<file path="src/rtl/core/bcm_pkg.sv">
// Shared constants and types of the binomial coefficient mod prime unit.
// No dependencies; every other file of the block imports this package.
package bcm_pkg;

  localparam int VALUE_W = 30;
  localparam int COUNT_W = 12;
  localparam int unsigned PRIME = 1000000007;
  localparam logic [VALUE_W-1:0] PRIME_MOD = VALUE_W'(PRIME);

  localparam int TABLE_SIZE_DEFAULT = 4096;

  // Pipeline depth of the modular multiplier.
  localparam int MM_LAT = 5;

  // Result queue; a power of two so the pointers wrap on their own.
  localparam int FIFO_DEPTH = 16;
  localparam int FIFO_PTR_W = $clog2(FIFO_DEPTH);
  localparam int OCC_W = $clog2(FIFO_DEPTH + 1);

  typedef logic [VALUE_W-1:0] value_t;

  typedef struct packed {
    logic   valid;
    value_t a;
    value_t b;
  } mm_req_t;

  typedef struct packed {
    logic   valid;
    value_t value;
  } mm_resp_t;

endpackage

</file>
<file path="src/rtl/core/bcm_mulmod.sv">
// Five-stage pipelined multiplier modulo the prime, using Barrett reduction.
// Depends on bcm_pkg for the prime, the value width and the request types.
module bcm_mulmod import bcm_pkg::*; (
  input  logic     clk,
  input  logic     rst,
  input  mm_req_t  req,
  output mm_resp_t resp
);

  localparam logic [63:0] BARRETT_FULL = (64'd1 << (2 * VALUE_W)) / 64'(PRIME);
  localparam logic [VALUE_W:0] BARRETT_M = BARRETT_FULL[VALUE_W:0];
  localparam logic [31:0] P1 = 32'(PRIME);
  localparam logic [31:0] P2 = 32'(2 * PRIME);

  logic [2*VALUE_W-1:0]   prod_full;
  logic [2*VALUE_W+1:0]   q2_full;
  logic [2*VALUE_W:0]     q3p_full;

  logic                   v1, v2, v3, v4, v5;
  logic [2*VALUE_W-1:0]   s1_prod;
  logic [2*VALUE_W+1:0]   s2_q2;
  logic [31:0]            s2_x;
  logic [31:0]            s3_q3p;
  logic [31:0]            s3_x;
  logic [31:0]            s4_r;
  value_t                 s5_val;
  value_t                 reduced;

  assign prod_full = req.a * req.b;
  assign q2_full   = s1_prod[2*VALUE_W-1:VALUE_W-1] * BARRETT_M;
  assign q3p_full  = s2_q2[2*VALUE_W+1:VALUE_W+1] * PRIME_MOD;

  // The quotient estimate is short by at most two, so the remainder is
  // below three times the prime and two conditional subtractions finish it.
  always_comb begin
    if (s4_r >= P2) begin
      reduced = VALUE_W'(s4_r - P2);
    end else if (s4_r >= P1) begin
      reduced = VALUE_W'(s4_r - P1);
    end else begin
      reduced = VALUE_W'(s4_r);
    end
  end

  always_ff @(posedge clk) begin
    if (rst) begin
      v1 <= 1'b0;
      v2 <= 1'b0;
      v3 <= 1'b0;
      v4 <= 1'b0;
      v5 <= 1'b0;
    end else begin
      v1 <= req.valid;
      v2 <= v1;
      v3 <= v2;
      v4 <= v3;
      v5 <= v4;
    end
  end

  always_ff @(posedge clk) begin
    s1_prod <= prod_full;
    s2_q2   <= q2_full;
    s2_x    <= s1_prod[31:0];
    s3_q3p  <= q3p_full[31:0];
    s3_x    <= s2_x;
    s4_r    <= s3_x - s3_q3p;
    s5_val  <= reduced;
  end

  assign resp = '{valid: v5, value: s5_val};

endmodule

</file>
<file path="config.mk">
export PLATFORM = sky130hd
export DESIGN_NAME = bcm_mulmod
export DESIGN_NICKNAME = d
export VERILOG_FILES = /design/src/rtl/core/bcm_pkg.sv /design/src/rtl/core/bcm_mulmod.sv
export SDC_FILE = /design/constraint.sdc
export NUM_CORES = 2
export LEC_CHECK = 0
export BUFFER_PORTS_ARGS = -buffer_cell sky130_fd_sc_hd__buf_2
export CAP_MARGIN = 30
export CORE_MARGIN = 3
export CORE_UTILIZATION = 25
export DETAILED_ROUTE_END_ITERATION = 10
export GPL_TIMING_DRIVEN = 1
export PLACE_DENSITY = 0.42
export SLEW_MARGIN = 40
export SYNTH_ARGS = -nofsm -noshare
export SYNTH_HDL_FRONTEND = slang
export SYNTH_SLANG_ARGS = --single-unit
</file>
<file path="constraint.sdc">
create_clock -name clk -period 12.05 [get_ports clk]
set_input_delay 0.6025 -clock clk [delete_from_list [all_inputs] [get_ports clk]]
set_output_delay 0.6025 -clock clk [all_outputs]
set_load 0.1 [all_outputs]
</file>
==> out/results.md <==
- layout filler cell count: 24280
- Worst Path Class, Setup: input pin to flip-flop
- top cells by area, synth: sky130_fd_sc_hd__fa_1 43%, sky130_fd_sc_hd__ha_1 17%, sky130_fd_sc_hd__inv_1 9.8%
- count of synthesis-stage warnings from yosys: 0
- post-route DRC violation count: 0
- result of the run: finished, final reports clean
- number of iterations in the first detailed-routing pass: 5
- most frequently used flop master after synthesis: sky130_fd_sc_hd__dfxtp_1
- post-synthesis net count: 8009
- number of gates given a new drive strength after cts: 0
- worst slew pin tran: 895.5 ps
- leading cell types in the layout, fill and taps excluded: 1504 x sky130_fd_sc_hd__inv_1, 1224 x sky130_fd_sc_hd__fa_1, 796 x sky130_fd_sc_hd__ha_1, 538 x sky130_fd_sc_hd__and2_1, 451 x sky130_fd_sc_hd__nand2_1
- Top-Level Pins: 94
- number of endpoints failing setup at the final stage: 0
- antenna-violating nets left: 0
- Syn Inst Count: 5926
- share of the synthesized area in the top cell type: 42.73%
- capturing element type of the critical path: flip-flop
- clock-pin slew on the worst setup and hold paths: 60 ps
- count of buffers inserted at the top-level ports: 93
- unrepaired setup endpoints after global routing: no
- Final Wtd Congestion: 0.8404
- standard-cell rows: 175
- CP max-delay cell: sky130_fd_sc_hd__fa_1
- count of flip-flops with a built-in enable after synthesis: 0
- max-cap viol count: 0
- Die Area: 235200 um^2
- type of origin of the critical path: input pin
- Routed wire per std cell: 18.78 um
- most common cell after layout, fill and taps aside: sky130_fd_sc_hd__inv_1
- R2R setup slack: 4400 ps
- clock period minus worst slack: 8488 ps
- count of pins over their slew limit: 0
- Tightest Hold Check Type: input pin to flip-flop
- Highest Clock Rate: 117.8 MHz
- worst path arrival time: 8930 ps
- worst skew pair latency: 550 ps
- CTS HTree Levels: 2
- fraction of layout instances using a drive strength above 1: 3.527%
- Inserted Clock Buffers: 35
- width of the die: 484.9 um
- Fin Clk Skew: 22.20 ps
- asr flop ratio synth: 0%
- buffer levels on the longest clock path: 3
- synthesized area per cell: 9.677 um^2
- Final Net Count: 7953
- Netlist Area Pre-Place: 57350 um^2
- first-pass GRT wire length: 260.9 mm
- Global Route Usage Sum: 14.42%
- Vert. Die Dim: 484.9 um
- number of register bits inferred by synthesis: 254
- maximum number of pins on one net before global-route repair: 31
- HPWL after detailed placement: 135.3 mm
- Initial Utilization: 25.18%
- drt total wl: 167.3 mm
- setup TNS after final layout: 0 ps
- critical path fanouts, max: 30
- vias per std cell: 4.293
- required time of the critical path: 12490 ps
- initial antenna violation count: 10
- Period Utilization, post-route: 70.44%
- Area growth syn-to-layout: 8.655%
- slowest cell delay on critical path: 710 ps
- tightest slew margin relative to the limit: 40.30%
- number of global-route vias before repair: 42930
- number of DRC markers in iteration 0: 1942
- number of clock sinks: 254
- number of post-CTS setup repair buffers: 0
- sequential share of the synthesized area: 8.867%
- placeable core region: 227700 um^2
- overall via count from detail_route: 38240
- library cell occupying the most area in the post-synthesis netlist: sky130_fd_sc_hd__fa_1
- CTS Root Cell: sky130_fd_sc_hd__clkbuf_16
- hold buffer count at CTS: 0
- count of distinct cell types in the synthesized netlist: 75
- residual overflow from global routing: 0
- TritonCTS clock tree: built
- Final Hold Fails: 0
- crit-path most repeated cell: sky130_fd_sc_hd__fa_1
cell type report:
class                      instances  area, um^2  area share, %
tap                             3009        3765          6.042
clock inverter                    18       236.5         0.3795
clock buffer                      46       977.2          1.568
timing repair buffer             125       793.3          1.273
sequential                       254        5096          8.179
antenna                            1       2.502       0.004016
multi-input combinational       3950       45790          73.49
inverter                        1504        5645          9.060
final timing paths:
kind,start,to,cells past startpoint
setup / recovery,req[46],s1_prod[45]$_DFF_P_,25
hold / removal,rst,v3$_SDFF_PP0_,2
hold reg to reg,s2_x[26]$_DFF_P_,s3_x[26]$_DFF_P_,0
setup reg to reg,s1_prod[48]$_DFF_P_,s2_q2[61]$_DFF_P_,21
through the flow:
| stage | worst slack, ps | instances | utilization, % | hold slack (ps) | cell area [um^2] |
|---|---|---|---|---|---|
| 2_1_floorplan | 4385 | 5926 | - | 309.6 | 57350 |
| 3_3_place_gp | 2646 | 8839 | 26.77 | 311.5 | 60960 |
| 3_5_place_dp | 2932 | 8840 | 26.79 | 312.1 | 61010 |
| 4_1_cts | 3526 | 8904 | 27.32 | 259.1 | 62220 |
| 5_1_grt | 3224 | 8906 | 27.36 | 271.4 | 62310 |
| 6_report | 3562 | 8907 | 27.36 | 290.2 | 62310 |
worst max-delay path, delay by kind of cell:
| kind | cells | cell delay [ps] |
|---|---|---|
| compound gates | 5 | 1770 |
| xor+xnor | 1 | 150 |
| fa+ha+maj | 9 | 4540 |
| buf+inv | 5 | 880 |
| simple gates | 5 | 950 |
state kept, by name, summed over array words and instances, names as in the netlist:
| name | count |
|---|---|
| s1_prod | 60 |
| s2_x | 32 |
| s3_q3p | 32 |
| s3_x | 32 |
| s4_r | 32 |
| s2_q2 | 31 |
| s5_val | 30 |
| v1 | 1 |
| v2 | 1 |
| v3 | 1 |
| v4 | 1 |
| v5 | 1 |
per-layer routing:
layer | up-vias | global-route usage (%) | wire, um
li1 | 17670 | - | -
met1 | 19650 | 21.20 | 82920
met2 | 774 | 22.63 | 73420
met3 | 141 | 2.310 | 8505
met4 | 6 | 2.086 | 2434
met5 | - | 0 | 34
cells by family after synthesis:
group           synth area share (%)
xor+xnor                       2.948
fa+ha+maj                      60.10
simple gates                   11.35
mux                          0.06982
compound gates                 5.365
flops                          8.867
buf+inv                        11.30
synth_stat cells (14+ instances only):
library cell               count
sky130_fd_sc_hd__a211oi_1     14
sky130_fd_sc_hd__a21o_1       77
sky130_fd_sc_hd__a21oi_1     134
sky130_fd_sc_hd__a31oi_1      14
sky130_fd_sc_hd__and2_1      538
sky130_fd_sc_hd__and3_1       27
sky130_fd_sc_hd__clkbuf_1    210
sky130_fd_sc_hd__dfxtp_1     254
sky130_fd_sc_hd__fa_1       1224
sky130_fd_sc_hd__ha_1        796
sky130_fd_sc_hd__inv_1      1504
sky130_fd_sc_hd__nand2_1     451
sky130_fd_sc_hd__nand2b_1     14
sky130_fd_sc_hd__nand3_1      37
sky130_fd_sc_hd__nand4_1      15
sky130_fd_sc_hd__nor2_1       91
sky130_fd_sc_hd__nor2b_1      22
sky130_fd_sc_hd__nor3_1       37
sky130_fd_sc_hd__o211ai_1     14
sky130_fd_sc_hd__o21a_1       18
sky130_fd_sc_hd__o21ai_0      80
sky130_fd_sc_hd__o21bai_1     26
sky130_fd_sc_hd__xnor2_1     142
sky130_fd_sc_hd__xor2_1       51
Power is left out: the tool's default activity adds up to more than one toggle a clock period on the data nets, which glitch-free logic cannot reach.
