`src/rtl/core/bcm_pkg.sv`:
```
// Shared constants and types of the binomial coefficient mod prime unit.
// No dependencies; every other file of the block imports this package.
package bcm_pkg;

  localparam int VALUE_W = 30;
  localparam int COUNT_W = 12;
  localparam int unsigned PRIME = 1000000007;
  localparam logic [VALUE_W-1:0] PRIME_MOD = VALUE_W'(PRIME);

  localparam int TABLE_SIZE_DEFAULT = 4096;

  // Pipeline depth of the modular multiplier.
  localparam int MM_LAT = 5;

  // Result queue; a power of two so the pointers wrap on their own.
  localparam int FIFO_DEPTH = 16;
  localparam int FIFO_PTR_W = $clog2(FIFO_DEPTH);
  localparam int OCC_W = $clog2(FIFO_DEPTH + 1);

  typedef logic [VALUE_W-1:0] value_t;

  typedef struct packed {
    logic   valid;
    value_t a;
    value_t b;
  } mm_req_t;

  typedef struct packed {
    logic   valid;
    value_t value;
  } mm_resp_t;

endpackage

```
`src/rtl/core/bcm_divider.sv`:
```
// Restoring divider of the fixed prime by a table index, one quotient bit
// per cycle. Depends on bcm_pkg for the prime and the value width.
module bcm_divider import bcm_pkg::*; #(
  parameter int IDX_W = 12
) (
  input  logic             clk,
  input  logic             rst,
  input  logic             start,
  input  logic [IDX_W-1:0] divisor,
  output logic             done,
  output value_t           quotient,
  output logic [IDX_W-1:0] remainder
);

  localparam int STEP_W = $clog2(VALUE_W);

  logic              busy;
  logic [STEP_W-1:0] step;
  logic [IDX_W-1:0]  dvs;
  logic [IDX_W:0]    shifted;
  logic [IDX_W:0]    diff;
  logic              ge;

  // The dividend bits are shifted out of the top of the quotient register
  // while the quotient bits enter at the bottom.
  assign shifted = {remainder, quotient[VALUE_W-1]};
  assign diff    = shifted - {1'b0, dvs};
  assign ge      = shifted >= {1'b0, dvs};

  always_ff @(posedge clk) begin
    if (rst) begin
      busy <= 1'b0;
      done <= 1'b0;
    end else begin
      done <= 1'b0;
      if (start) begin
        busy <= 1'b1;
      end else if (busy && step == STEP_W'(VALUE_W - 1)) begin
        busy <= 1'b0;
        done <= 1'b1;
      end
    end
  end

  always_ff @(posedge clk) begin
    if (start) begin
      step      <= '0;
      quotient  <= PRIME_MOD;
      remainder <= '0;
      dvs       <= divisor;
    end else if (busy) begin
      step      <= step + STEP_W'(1);
      quotient  <= {quotient[VALUE_W-2:0], ge};
      remainder <= ge ? diff[IDX_W-1:0] : shifted[IDX_W-1:0];
    end
  end

endmodule

```
`src/rtl/core/bcm_builder.sv`:
```
// Sequencer of the build pass that fills the tables after reset.
// Depends on bcm_pkg and instantiates bcm_divider.
module bcm_builder import bcm_pkg::*; #(
  parameter int TABLE_SIZE = TABLE_SIZE_DEFAULT
) (
  input  logic                          clk,
  input  logic                          rst,
  output logic                          building,
  output mm_req_t                       mm_req,
  input  mm_resp_t                      mm_resp,
  output logic [$clog2(TABLE_SIZE)-1:0] rd_addr,
  input  value_t                        rd_inv,
  output logic                          wr_en,
  output logic [$clog2(TABLE_SIZE)-1:0] wr_addr,
  output value_t                        wr_fac,
  output value_t                        wr_inv,
  output value_t                        wr_finv
);

  localparam int IDX_W = $clog2(TABLE_SIZE);
  localparam logic [IDX_W-1:0] LAST_IDX = IDX_W'(TABLE_SIZE - 1);

  typedef enum logic [8:0] {
    ST_INIT0  = 9'b000000001,
    ST_INIT1  = 9'b000000010,
    ST_DSTART = 9'b000000100,
    ST_DIV    = 9'b000001000,
    ST_MFAC   = 9'b000010000,
    ST_MINV   = 9'b000100000,
    ST_MFINV  = 9'b001000000,
    ST_WRITE  = 9'b010000000,
    ST_DONE   = 9'b100000000
  } build_state_t;

  build_state_t     state, state_next;
  logic             mm_sent;
  logic [IDX_W-1:0] idx;
  logic [IDX_W-1:0] rem_reg;
  value_t           quo_reg;
  value_t           fac_run;
  value_t           inv_cur;
  value_t           finv_run;

  logic             div_start;
  logic             div_done;
  value_t           div_quo;
  logic [IDX_W-1:0] div_rem;

  bcm_divider #(.IDX_W(IDX_W)) u_divider (
    .clk       (clk),
    .rst       (rst),
    .start     (div_start),
    .divisor   (idx),
    .done      (div_done),
    .quotient  (div_quo),
    .remainder (div_rem)
  );

  assign building = (state != ST_DONE);
  assign rd_addr  = rem_reg;

  always_comb begin
    state_next = state;
    mm_req     = '{valid: 1'b0, a: '0, b: '0};
    wr_en      = 1'b0;
    wr_addr    = idx;
    wr_fac     = fac_run;
    wr_inv     = inv_cur;
    wr_finv    = finv_run;
    div_start  = 1'b0;
    case (state)
      ST_INIT0: begin
        wr_en      = 1'b1;
        wr_addr    = '0;
        wr_fac     = VALUE_W'(1);
        wr_inv     = '0;
        wr_finv    = VALUE_W'(1);
        state_next = ST_INIT1;
      end
      ST_INIT1: begin
        wr_en      = 1'b1;
        wr_addr    = IDX_W'(1);
        wr_fac     = VALUE_W'(1);
        wr_inv     = VALUE_W'(1);
        wr_finv    = VALUE_W'(1);
        state_next = (TABLE_SIZE > 2) ? ST_DSTART : ST_DONE;
      end
      ST_DSTART: begin
        div_start  = 1'b1;
        state_next = ST_DIV;
      end
      ST_DIV: begin
        if (div_done) begin
          state_next = ST_MFAC;
        end
      end
      ST_MFAC: begin
        mm_req = '{valid: !mm_sent, a: fac_run, b: VALUE_W'(idx)};
        if (mm_resp.valid) begin
          state_next = ST_MINV;
        end
      end
      ST_MINV: begin
        mm_req = '{valid: !mm_sent, a: rd_inv, b: quo_reg};
        if (mm_resp.valid) begin
          state_next = ST_MFINV;
        end
      end
      ST_MFINV: begin
        mm_req = '{valid: !mm_sent, a: finv_run, b: inv_cur};
        if (mm_resp.valid) begin
          state_next = ST_WRITE;
        end
      end
      ST_WRITE: begin
        wr_en      = 1'b1;
        state_next = (idx == LAST_IDX) ? ST_DONE : ST_DSTART;
      end
      ST_DONE: begin
        state_next = ST_DONE;
      end
      default: begin
        state_next = ST_INIT0;
      end
    endcase
  end

  always_ff @(posedge clk) begin
    if (rst) begin
      state   <= ST_INIT0;
      mm_sent <= 1'b0;
    end else begin
      state <= state_next;
      if (mm_resp.valid) begin
        mm_sent <= 1'b0;
      end else if (mm_req.valid) begin
        mm_sent <= 1'b1;
      end
    end
  end

  always_ff @(posedge clk) begin
    case (state)
      ST_INIT1: begin
        idx      <= IDX_W'(2);
        fac_run  <= VALUE_W'(1);
        finv_run <= VALUE_W'(1);
      end
      ST_DIV: begin
        if (div_done) begin
          rem_reg <= div_rem;
          quo_reg <= div_quo;
        end
      end
      ST_MFAC: begin
        if (mm_resp.valid) begin
          fac_run <= mm_resp.value;
        end
      end
      ST_MINV: begin
        // The product is never zero here, so the difference stays in range.
        if (mm_resp.valid) begin
          inv_cur <= PRIME_MOD - mm_resp.value;
        end
      end
      ST_MFINV: begin
        if (mm_resp.valid) begin
          finv_run <= mm_resp.value;
        end
      end
      ST_WRITE: begin
        idx <= idx + IDX_W'(1);
      end
      default: begin
      end
    endcase
  end

endmodule

```
`config.mk`:
```
export PLATFORM = sky130hd
export DESIGN_NAME = bcm_builder
export DESIGN_NICKNAME = d
export VERILOG_FILES = /design/src/rtl/core/bcm_pkg.sv /design/src/rtl/core/bcm_divider.sv /design/src/rtl/core/bcm_builder.sv
export SDC_FILE = /design/constraint.sdc
export NUM_CORES = 1
export LEC_CHECK = 0
export BUFFER_PORTS_ARGS = -buffer_cell sky130_fd_sc_hd__buf_2
export CAP_MARGIN = 20
export CORE_UTILIZATION = 30
export CTS_CLUSTER_DIAMETER = 100
export DETAILED_ROUTE_END_ITERATION = 10
export PLACE_DENSITY_LB_ADDON = 0.3
export SLEW_MARGIN = 10
export SYNTH_ARGS = -nofsm -noshare
export SYNTH_HDL_FRONTEND = slang
export SYNTH_SLANG_ARGS = --single-unit
```
`constraint.sdc`:
```
create_clock -name clk -period 5.33 [get_ports clk]
set_clock_uncertainty 0.2 [all_clocks]
set_input_delay 0.7995 -clock clk [delete_from_list [all_inputs] [get_ports clk]]
set_output_delay 0.7995 -clock clk [all_outputs]
set_load 0.02 [all_outputs]
```
==> flow_summary_export.csv <==
group,metric,value,unit
global_route,grt_pass1_wl,44130,um
pwr,p_clk_share,27.0,%
synth,mappedNetlistArea,0.01034,sq mm
clocking,tritoncts_clock_tree,"done",
clocking,cts_buffers,25,
final_layout,finalNetCount,1241,
worst_hold_path,holdPathEnd,"quo_reg[15]",
synth,synth_warnings,0,
sta,min_period_over_period,75.33,%
setup_path,worstSetupEndpointType,"primary output",
global_route,grt_pass1_vias,7464,
sta,finalHoldViolations,0,
synth,ys_ff_latch,215,
outcome,run_status,"finished, final reports clean",
pwr,peakVddDrop,0.0004503,V
setup_path,critPathLaunchType,"flop",
clocking,post_cts_hold_buffer_count,0,
floorplanning,design.die.area,0.03522,sq mm
placement,post-place-ws,1574,ps
placement,count_of_placed_standard_cells_including_taps,1580,
setup_path,timing.critical_path.required,4330,ps
clocking,post_cts_resize_count,0,
placement,detailed_place.area,0.01199,sq mm
floorplanning,core_area,0.03370,sq mm
pwr,power_leakage,5.590,nW
drt,drt_iter0_drc,673,
sta,final.setup.tns,0,ps
sta,max_slew.worst_pin.slew,786.3,ps
clocking,clock_sinks,215,
setup_path,regToRegStartpoint,"state[1]",
setup_path,worst_r2r_endpoint,"fac_run[29]",
drt,detailedRoute.firstPassIterationCount,8,
worst_hold_path,timing.hold.worst_path_depth,0,
clocking,ctsLongestPathBuffers,3,
floorplanning,rows,67,
clocking,post-cts-setup-buffers,0,
floorplanning,floorplan.die.width,187.7,um
global_route,grt_usage,16.02,%
drt,wl,29250,um
drt,num_vias,7829,
pwr,comb_power_share,34.0,%
synth,synth.lib_cells_used.distinct,54,
final_layout,most_common_library_cell_in_the_layout_ignoring_fill_and_taps,"sky130_fd_sc_hd__buf_2",
synth,post_synth_inst_count,936,
pwr,p_seq_share,39.0,%
clocking,clk_pin_slew,60,ps
floorplanning,die-height,187.7,um
drt,routedWlPerCell,17.99,um
drt,route.antenna.remaining_nets,0,
sta,timing.max_slew.rel_slack,47.58,%
pwr,switching_share,35.58,%
worst_hold_path,hold_path.class,"flop to flop",
drt,drc,0,
floorplanning,ioPinCount,240,
sta,post-route-min-period,4015,ps
sta,max_freq,249.1,MHz
synth,share_of_synthesized_area_occupied_by_flip_flops_and_latches,56.72,%
floorplanning,effective_utilization_at_floorplan,30.69,%
final_layout,final_util,37.91,%
pwr,power.density_cell_area,454.1,mW/mm^2
placement,routabilityCongestion,0.8353,
final_layout,final_layout_size_suffix_gt1_share,25.04,%
setup_path,worst-setup-path-type,"flop to primary output",
synth,syn_nets,1016,
sta,max_slew_violations,0,
drt,route.detailed.vias_per_inst,4.815,
final_layout,filler_cell_count,3412,
global_route,number_of_antenna_violations_at_the_first_check_in_global_routing,1,
run,drv.max_cap_violation_count,0,
pwr,power.internal,3.737,mW
setup_path,crit_path_arrival_time,3020,ps
final_layout,synthToLayoutAreaGrowth,23.55,%
setup_path,worst-r2r-cell-count,8,
final_layout,antenna-diode-count,0,
placement,dp.final_hpwl,20350,um
final_layout,commonest_cells_after_routing_fill_and_taps_aside,"sky130_fd_sc_hd__buf_2 (239), sky130_fd_sc_hd__and2_1 (160), sky130_fd_sc_hd__edfxtp_1 (156), sky130_fd_sc_hd__inv_1 (70), sky130_fd_sc_hd__nor2_1 (67)",
synth,synth.avg_cell_area,11.05,sq um
sta,setup_repair_after_global_routing_missed_its_margin,"no",
final_layout,postLayoutCellArea,0.01278,sq mm
setup_path,worst-path-max-fanout,34,
sta,final_critical_path_setup_slack,1315,ps
global_route,grt-ovfl-total,0,
synth,synthFlopType,"sky130_fd_sc_hd__edfxtp_1",
sta,finalSetupViolations,0,
setup_path,reg2reg_setup_slack,2210,ps
placement,io_buffer_count,239,
synth,synth_async_sr_flop_share,0,%
final_layout,final_cell_count_no_fill,1626,
clocking,cts.htree.levels,1,
worst_hold_path,min-delay-start,"u_divider.quotient[15]",
global_route,grt_start_max_net_pins,94,
clocking,worst_skew_pair.late_latency,510,ps
clocking,ctsRootBufferMaster,"sky130_fd_sc_hd__clkbuf_16",
pwr,power.switching,2.064,mW
synth,synth_edf_count,156,
-- cell families after synthesis --
kind of cell	synth area share, %
AO/OA/AOI/OAI	10.54
XOR/XNOR	4.065
adder cells (fa/ha/maj)	2.129
buffers and inverters	4.767
flip-flops	56.72
multiplexers	3.388
AND/OR/NAND/NOR	18.39
-- routing by layer --
| layer | vias to the layer above | part of all wire, % | track usage [%] |
|---|---|---|---|
| met1 | 3763 | 42 | 21.05 |
| met5 | - | 0 | 0 |
| met2 | 281 | 48 | 26.87 |
| met4 | 0 | 1.8 | 3.690 |
| met3 | 32 | 7.5 | 3.444 |
| li1 | 3753 | - | - |
-- synth_stat cells (all sizes together) (2+ instances only) --
library cell	number	area, sq um
a211o	2	17.52
a211oi	4	35.03
a21o	2	15.01
a21oi	29	145.1
a222oi	42	420.4
a22o	18	157.7
a311oi	2	17.52
a31oi	3	18.77
and2	160	1001
and3	3	18.77
and4	2	17.52
buf	12	68.82
clkbuf	43	161.4
dfxtp	59	1181
edfxtp	156	4684
ha	16	200.2
inv	70	262.8
mux2i	35	350.3
nand2	62	232.7
nand2b	4	25.02
nand3	10	50.05
nand3b	3	22.52
nand4	6	37.54
nand4b	2	17.52
nor2	68	257.8
nor2b	5	31.28
nor3	4	20.02
nor4	4	40.04
nor4b	3	26.28
o211ai	3	22.52
o21a	4	30.03
o21ai	27	135.1
o21bai	3	22.52
or2	4	25.03
or3	6	37.54
or4	2	15.01
xnor2	22	192.7
xor2	26	227.7
-- critical path, stage by stage, from the launching register on --
cell,delay (ps)
sky130_fd_sc_hd__dfxtp_1,480
sky130_fd_sc_hd__nor2_2,70
sky130_fd_sc_hd__nand2_1,100
sky130_fd_sc_hd__nor2_1,60
sky130_fd_sc_hd__and4_2,440
sky130_fd_sc_hd__buf_4,360
sky130_fd_sc_hd__a222oi_1,720
sky130_fd_sc_hd__inv_1,70
sky130_fd_sc_hd__buf_2,180
-- power by group through the flow --
stage	Sequential (mW)	Clock [mW]	Combinational (mW)
3_5_place_dp	2.30	0	1.96
4_1_cts	2.27	1.61	1.97
3_3_place_gp	2.29	0	1.94
6_report	2.26	1.57	1.97
5_1_grt	2.30	1.67	2.17
2_1_floorplan	2.21	0	1.41
-- worst max path at each step --
stage,start,to
after floorplan,state[1],finv_run[0]
after global placement,state[8],wr_finv[19]
after detailed placement,state[6],wr_fac[19]
after CTS,state[8],wr_fac[19]
after global routing,state[1],mm_req[11]
final,state[1],mm_req[11]
-- per-stage QoR --
| step | total power, mW | hold slack, ps |
|---|---|---|
| after floorplan | 3.622 | 224.6 |
| final | 5.801 | 255.3 |
| after CTS | 5.845 | 255.4 |
| after global placement | 4.234 | 244.5 |
| after global routing | 6.142 | 270.1 |
| after detailed placement | 4.259 | 247.1 |
-- area by class of cell --
type | count | area [sq um] | area share (%)
clock inverters | 4 | 17.52 | 0.1371
well taps | 448 | 560.5 | 4.387
inverters | 70 | 262.8 | 2.057
repair buffers | 253 | 1346 | 10.54
clock buffers | 40 | 723.2 | 5.661
multi-input cells | 596 | 3999 | 31.30
flip-flops and latches | 215 | 5867 | 45.92
(Power assumes the default switching activity.)
